## config.mk

```make
export PLATFORM = sky130hd
export DESIGN_NAME = sorted_list_engine_unit
export DESIGN_NICKNAME = d
export VERILOG_FILES = /design/src/sv/slen_pkg.sv /design/src/sv/slen_cell.sv /design/src/sv/slen_onehot_enc.sv /design/src/sv/sorted_list_engine_unit.sv
export SDC_FILE = /design/constraint.sdc
export NUM_CORES = 2
export LEC_CHECK = 0
export BUFFER_PORTS_ARGS = -buffer_cell sky130_fd_sc_hd__buf_2
export CAP_MARGIN = 20
export CORE_MARGIN = 3
export CORE_UTILIZATION = 40
export DETAILED_ROUTE_END_ITERATION = 10
export GPL_ROUTABILITY_DRIVEN = 0
export HOLD_SLACK_MARGIN = 0.02
export PLACE_DENSITY_LB_ADDON = 0.12
export SLEW_MARGIN = 20
export SYNTH_ARGS = -nofsm -noshare
export SYNTH_HDL_FRONTEND = slang
export SYNTH_SLANG_ARGS = --single-unit
```

## constraint.sdc

```tcl
create_clock -name clk -period 6.6 [get_ports clk]
set_input_delay 1.32 -clock clk [delete_from_list [all_inputs] [get_ports clk]]
set_output_delay 1.32 -clock clk [all_outputs]
set_load 0.02 [all_outputs]
```

## src/sv/slen_pkg.sv

```systemverilog
// Package for the sorted list engine.
// Holds command/result transaction types, mode and status codes, cell control types.
// No dependencies.
`default_nettype none

package slen_pkg;

  localparam int ValueW = 32;
  localparam int PosW   = 5;

  localparam logic [2:0] MODE_INSERT = 3'd0;
  localparam logic [2:0] MODE_FIND   = 3'd1;
  localparam logic [2:0] MODE_REMOVE = 3'd2;
  localparam logic [2:0] MODE_CLEAR  = 3'd3;
  localparam logic [2:0] MODE_DUMP   = 3'd4;

  localparam logic [1:0] ST_OK       = 2'd0;
  localparam logic [1:0] ST_NOTFOUND = 2'd1;
  localparam logic [1:0] ST_FULL     = 2'd2;
  localparam logic [1:0] ST_EMPTY    = 2'd3;

  typedef struct packed {
    logic [2:0]               mode;
    logic signed [ValueW-1:0] value;
  } cmd_t;

  typedef struct packed {
    logic [1:0]               status;
    logic signed [ValueW-1:0] item_value;
    logic [PosW-1:0]          position;
    logic [PosW-1:0]          entry_total;
    logic                     last;
  } res_t;

  typedef enum logic [2:0] {
    CELL_HOLD,
    CELL_EVAL,
    CELL_INSERT,
    CELL_REMOVE,
    CELL_ROTATE
  } cell_op_t;

  typedef struct packed {
    cell_op_t                 op;
    logic signed [ValueW-1:0] operand;
  } cell_ctrl_t;

  typedef struct packed {
    logic lt;
    logic eq;
  } cell_flags_t;

  typedef enum logic [1:0] {
    S_IDLE,
    S_EVAL,
    S_APPLY,
    S_DUMP
  } state_t;

endpackage

`default_nettype wire

```

## src/sv/slen_cell.sv

```systemverilog
// One storage cell of the sorted row: holds a value and its compare flags.
// Shifts with its neighbors on insert, remove and rotate. Depends on slen_pkg.
`default_nettype none

module slen_cell import slen_pkg::*; #(
  parameter int INDEX = 0,
  parameter int CW    = 5
) (
  input  wire logic                     clk,
  input  wire cell_ctrl_t               ctrl,
  input  wire logic [CW-1:0]            count,
  input  wire logic                     prev_lt,
  input  wire logic signed [ValueW-1:0] prev_value,
  input  wire logic signed [ValueW-1:0] next_value,
  input  wire logic signed [ValueW-1:0] head_value,
  output logic signed [ValueW-1:0]      value,
  output cell_flags_t                   flags
);

  localparam logic [CW-1:0] IDX     = CW'(INDEX);
  localparam logic [CW-1:0] IDX_INC = CW'(INDEX + 1);

  logic occupied;
  assign occupied = (IDX < count);

  always_ff @(posedge clk) begin
    case (ctrl.op)
      CELL_EVAL: begin
        flags.lt <= occupied && (value < ctrl.operand);
        flags.eq <= occupied && (value == ctrl.operand);
      end
      CELL_INSERT: begin
        if (!flags.lt) begin
          value <= prev_lt ? ctrl.operand : prev_value;
        end
      end
      CELL_REMOVE: begin
        if (!flags.lt) begin
          value <= next_value;
        end
      end
      CELL_ROTATE: begin
        value <= (IDX_INC == count) ? head_value : next_value;
      end
      default: begin
      end
    endcase
  end

endmodule

`default_nettype wire

```

## src/sv/slen_onehot_enc.sv

```systemverilog
// One-hot to binary index encoder for the boundary flags of the cell row.
// Depends on nothing but its parameters.
`default_nettype none

module slen_onehot_enc #(
  parameter int N  = 16,
  parameter int IW = 4
) (
  input  wire logic [N-1:0] onehot,
  output logic [IW-1:0]     index,
  output logic              any
);

  always_comb begin
    index = '0;
    for (int i = 0; i < N; i++) begin
      if (onehot[i]) begin
        index = index | IW'(i);
      end
    end
  end

  assign any = |onehot;

endmodule

`default_nettype wire

```

## src/sv/sorted_list_engine_unit.sv

```systemverilog
// Top level of the sorted list engine: controller, cell row and boundary encoder.
// Depends on slen_pkg, slen_cell and slen_onehot_enc.
//
//   channel  | ports                 | handshake
//   command  | cmd (cmd_t)           | start & !busy accepts a transaction
//   result   | result (res_t)        | done marks one result per cycle
//
// Insert, find, remove, clear: compare in S_EVAL, then S_APPLY shifts on insert or remove.
// Dump of n entries: n results on consecutive cycles, from S_DUMP after the compare;
// the row rotates through itself once and ends as it began.
// Reset clears the entry count and controller; stored values are kept as junk.
// The receiver cannot stall: results are never held back.
`default_nettype none

module sorted_list_engine_unit import slen_pkg::*; #(
  parameter int CAPACITY = 16
) (
  input  wire logic clk,
  input  wire logic rst,
  input  wire logic start,
  input  wire cmd_t cmd,
  output logic      busy,
  output logic      done,
  output res_t      result
);

  localparam int CW = $clog2(CAPACITY + 1);
  localparam int IW = $clog2(CAPACITY);
  localparam logic [CW-1:0] CAP = CW'(CAPACITY);

  state_t          state, state_next;
  cmd_t            op;
  logic [CW-1:0]   count, count_next;
  logic [CW-1:0]   dump_idx, dump_idx_next;
  logic            done_next;
  res_t            result_next;
  cell_ctrl_t      cell_ctrl;

  logic signed [ValueW-1:0] cell_value [CAPACITY];
  cell_flags_t              cell_flags [CAPACITY];
  logic [CAPACITY-1:0]      boundary;
  logic [CAPACITY-1:0]      hit;
  logic [IW-1:0]            bound_idx;
  logic                     bound_any;
  logic [CW-1:0]            pos;
  logic                     found;

  function automatic logic [PosW-1:0] to_pos(input logic [CW-1:0] x);
    logic [CW+PosW-1:0] wide;
    wide = {{PosW{1'b0}}, x};
    return wide[PosW-1:0];
  endfunction

  for (genvar i = 0; i < CAPACITY; i++) begin : g_cell
    logic                     prev_lt;
    logic signed [ValueW-1:0] prev_value;
    logic signed [ValueW-1:0] next_value;

    if (i == 0) begin : g_first
      assign prev_lt    = 1'b1;
      assign prev_value = cmd.value;
    end else begin : g_mid
      assign prev_lt    = cell_flags[i-1].lt;
      assign prev_value = cell_value[i-1];
    end

    if (i == CAPACITY - 1) begin : g_last
      assign next_value = cell_value[i];
    end else begin : g_inner
      assign next_value = cell_value[i+1];
    end

    slen_cell #(
      .INDEX (i),
      .CW    (CW)
    ) u_cell (
      .clk        (clk),
      .ctrl       (cell_ctrl),
      .count      (count),
      .prev_lt    (prev_lt),
      .prev_value (prev_value),
      .next_value (next_value),
      .head_value (cell_value[0]),
      .value      (cell_value[i]),
      .flags      (cell_flags[i])
    );

    assign boundary[i] = prev_lt && !cell_flags[i].lt && (CW'(i) < count);
    assign hit[i]      = boundary[i] && cell_flags[i].eq;
  end

  slen_onehot_enc #(
    .N  (CAPACITY),
    .IW (IW)
  ) u_enc (
    .onehot (boundary),
    .index  (bound_idx),
    .any    (bound_any)
  );

  assign found = |hit;
  assign pos   = bound_any ? CW'(bound_idx) : count;
  assign busy  = (state != S_IDLE);

  always_ff @(posedge clk) begin
    if (rst) begin
      state    <= S_IDLE;
      count    <= '0;
      dump_idx <= '0;
      done     <= 1'b0;
    end else begin
      state    <= state_next;
      count    <= count_next;
      dump_idx <= dump_idx_next;
      done     <= done_next;
    end
  end

  always_ff @(posedge clk) begin
    if (start && !busy) begin
      op <= cmd;
    end
    result <= result_next;
  end

  always_comb begin
    state_next    = state;
    count_next    = count;
    dump_idx_next = dump_idx;
    done_next     = 1'b0;
    result_next   = '0;
    cell_ctrl.op      = CELL_HOLD;
    cell_ctrl.operand = op.value;
    case (state)
      S_IDLE: begin
        if (start) begin
          state_next = S_EVAL;
        end
      end
      S_EVAL: begin
        cell_ctrl.op  = CELL_EVAL;
        dump_idx_next = '0;
        if (op.mode == MODE_DUMP && count != '0) begin
          state_next = S_DUMP;
        end else begin
          state_next = S_APPLY;
        end
      end
      S_APPLY: begin
        state_next       = S_IDLE;
        done_next        = 1'b1;
        result_next.last = 1'b1;
        result_next.entry_total = to_pos(count);
        case (op.mode)
          MODE_INSERT: begin
            if (count >= CAP) begin
              result_next.status = ST_FULL;
            end else begin
              cell_ctrl.op = CELL_INSERT;
              count_next   = count + CW'(1);
              result_next.position    = to_pos(pos);
              result_next.entry_total = to_pos(count + CW'(1));
            end
          end
          MODE_FIND: begin
            if (found) begin
              result_next.item_value = op.value;
              result_next.position   = to_pos(pos);
            end else begin
              result_next.status = ST_NOTFOUND;
            end
          end
          MODE_REMOVE: begin
            if (found) begin
              cell_ctrl.op = CELL_REMOVE;
              count_next   = count - CW'(1);
              result_next.position    = to_pos(pos);
              result_next.entry_total = to_pos(count - CW'(1));
            end else begin
              result_next.status = ST_NOTFOUND;
            end
          end
          MODE_CLEAR: begin
            count_next = '0;
            result_next.entry_total = '0;
          end
          MODE_DUMP: begin
            result_next.status = ST_EMPTY;
          end
          default: begin
          end
        endcase
      end
      S_DUMP: begin
        cell_ctrl.op  = CELL_ROTATE;
        done_next     = 1'b1;
        dump_idx_next = dump_idx + CW'(1);
        result_next.item_value  = cell_value[0];
        result_next.position    = to_pos(dump_idx);
        result_next.entry_total = to_pos(count);
        result_next.last        = (dump_idx == count - CW'(1));
        if (result_next.last) begin
          state_next = S_IDLE;
        end
      end
      default: begin
        state_next = S_IDLE;
      end
    endcase
  end

endmodule

`default_nettype wire

```

==> results.sh <==
export IMPL_status="finished, final reports clean"
export IMPL_p_per_area_nw_per_um2=211
export IMPL_num_vias=40400
export IMPL_intPower_w=0.00779
export IMPL_finalPower_w=0.0108
export IMPL_period_share_pct=76.8
export IMPL_die_area_um2=120000
export IMPL_slew_headroom_pct=21.9
export IMPL_grt_pass1_wl_um=293000
export IMPL_layout_commonest_cell="edfxtp_1"
export IMPL_critPathLaunchType="flop"
export IMPL_tightestPinTransition_ps=1170
export IMPL_synth_seq_area_share_pct=39.9
export IMPL_cp_top_family="buffers and inverters"
export IMPL_ios=85
export IMPL_cp_required_ps=7020
export IMPL_path_buf_inv=2
export IMPL_crit_path_end_kind="flop"
export IMPL_finalSetupTns_ps=0
export IMPL_synth_enable_flop_cells=579
export IMPL_drive_above_1_share_pct=10.1
export IMPL_syn_inst=4326
export IMPL_maxCapViolations=0
export IMPL_fp_dieW_um=347
export IMPL_r2r_slack_ps=1530
export IMPL_synthSimpleGateAreaFrac_pct=11.6
export IMPL_track_usage_pct=33.4
export IMPL_cts_resized=0
export IMPL_critPathSlowestCell="dfxtp_1"
export IMPL_syn_area_per_cell_um2=10.7
export IMPL_seqCellArea_um2=18500
export IMPL_initial_core_util_pct=40.4
export IMPL_multi_input_area_um2=25900
export IMPL_slowest_delay_ps=900
export IMPL_synth_area_top_cells="edfxtp_1, ha_1, mux2i_1"
export IMPL_fillers=10800
export IMPL_grt_max_degree=184
export IMPL_netSwitchingFraction_pct=27.7
export IMPL_min_period_ps=5070
export IMPL_crit_chain="a31oi_1 > nor3b_2 > a22oi_1 > and4_1 > a21boi_4 > buf_4 > buf_12 > nor3_1 > a221o_1"
export IMPL_yosys_warnings=0
export IMPL_synthXorXnorAreaFrac_pct=0.208
export IMPL_final_antenna_net_count=0
export IMPL_muxShareOfSynthArea_pct=10.8
export IMPL_firstDrtPassIters=6
export IMPL_worstSetupPathType="flop to flop"
export IMPL_clk_latency_ps=680
export IMPL_rsz0062_at_grt="no"
export IMPL_synth_top_cell_by_area="edfxtp_1"
export IMPL_route_detailed_drc=0
export IMPL_hold_viol=0
export IMPL_core_area_um2=115000
export IMPL_vdd_ir_drop_worst_uv=209
export IMPL_synth_top_family_by_area="compound AO/OA/AOI/OAI gates"
export IMPL_synth_adder_area_share_pct=14.0
export IMPL_ys_ff_latch=637
export IMPL_cts_root_buf="clkbuf_16"
export IMPL_fmax_mhz=197
export IMPL_grt_pass1_vias=38000
export IMPL_portBuffers=84
export IMPL_clk_pin_slew_ps=60
export IMPL_synth_compound_area_share_pct=18.4
export IMPL_slew_viol_final=0
export IMPL_clock_skew_ps=23.2
export IMPL_clockBufferDepth=3
export IMPL_cts_tree="done"
export IMPL_synth_cell_types=81
export IMPL_die_height_um=347
export IMPL_min_path_type="flop to flop"
export IMPL_postCtsSetupRepairBufs=0
export IMPL_first_iter_violations=5786
export IMPL_syn_area_um2=46400
export IMPL_p_clk_share_pct=44.0
export IMPL_clock_sinks=637
export IMPL_num_rows=124
export IMPL_arrival_ps=5480
export IMPL_cts_hold_buffers=0
export IMPL_ys_flop_type="edfxtp_1"
export IMPL_p_leak_nw=20.4
export IMPL_dp_hpwl_um=138000
export IMPL_cts_made_buffers=84
export IMPL_synth_nets=4882
export IMPL_vias_per_cell=6.96
export IMPL_antenna_found_initial=5
export IMPL_setup_viol=0
export IMPL_overflow=0
export IMPL_wl_per_cell_um=35.9
export IMPL_cts_htree_levels=3
export IMPL_final_cell_mix="edfxtp_1, ha_1, mux2i_1"
export IMPL_synth_top_area_share_pct=37.4
export IMPL_area_growth_pct=9.82
export IMPL_cp_max_fo=145
export IMPL_p_sw_w=0.00299
export IMPL_combPwrFrac_pct=12.9
export IMPL_async_flop_share_pct=0
export IMPL_seqPwrFrac_pct=43.1
export IMPL_fin_nets=4768
export IMPL_routed_wl_um=208000
==> worst paths after layout <==
check	depth (start not counted)	startpoint	to
hold reg to reg	2	dump_idx[3]	result[9]
hold / removal	2	dump_idx[3]	result[9]
setup / recovery	9	count[1]	g_cell[11].u_cell.value[18]
setup reg to reg	9	count[1]	g_cell[11].u_cell.value[18]
==> power groups by stage <==
stage | logic [W] | clock network [W] | registers [W]
finish | 0.00139 | 0.00475 | 0.00465
floorplan | 0.000957 | 0 | 0.00461
global placement | 0.00133 | 0 | 0.00473
CTS | 0.00135 | 0.00478 | 0.00464
global route | 0.00150 | 0.00493 | 0.00465
detailed placement | 0.00135 | 0 | 0.00472
==> cell families (layout without fill, tap and decap cells) <==
logic type,Yosys count,count (layout)
compound gates,1101,1101
simple gates,1039,1039
fa+ha+maj,518,518
buf+inv,521,476
mux,499,499
other cells,0,4
flops,637,637
xor+xnor,11,11
==> per-stage QoR <==
step,utilization (%),setup slack [ps],cells,hold slack [ps],cell area (um2)
floorplan,-,1570,4326,488,46400
global placement,42.0,1530,5635,523,48200
detailed placement,42.0,1830,5637,519,48200
CTS,44.4,1800,5792,527,51000
global route,44.4,1340,5793,567,51000
finish,44.4,1530,5797,532,51000
==> worst min-delay path, stage by stage (launching register included) <==
cell     delay [ps]
dfxtp_1         350
nand2_1          60
o21ai_0          70
==> synthesized netlist by cell type (all sizes together), types with 12 or more instances <==
library cell and count:
mux2i 489, and4 12, and3 14, a21oi 155, nand4 85, a22o 34
a221o 418, o21ai 225, nand2 158, a21o 84, nand2b 28, inv 100
nand3 54, clkbuf 285, o211ai 14, edfxtp 579, a2111oi 13, dfxtp 58
nor2b 34, nor2 105, o21a 15, buf 136, o221ai 37, a211oi 31
ha 518, nor3 469, nor4 24
==> state kept, by name, indices dropped and copies added, names as in the netlist <==
| signal | count |
|---|---|
| cell_ctrl | 32 |
| count | 5 |
| done | 1 |
| dump_idx | 5 |
| g_cell.u_cell.flags | 32 |
| g_cell.u_cell.value | 512 |
| op | 3 |
| result | 45 |
| state | 2 |
==> per-layer routing <==
layer / track usage (%) / routed length (um)
met4: 16.1 / 11200
met5: 0 / 13
met1: 45.5 / 85900
met3: 10.5 / 24900
met2: 47.8 / 86300
==> layout make-up <==
class                   count  share of cell area [%]
diodes                      4                  0.0196
clock buffers             111                    4.65
clock inverters            44                   0.714
inverters                 100                   0.736
multi-input cells        3168                    50.8
flip-flops and latches    637                    36.4
well taps                1512                    3.71
repair buffers            221                    3.00
Note: power is estimated with default switching activity, not from simulation.
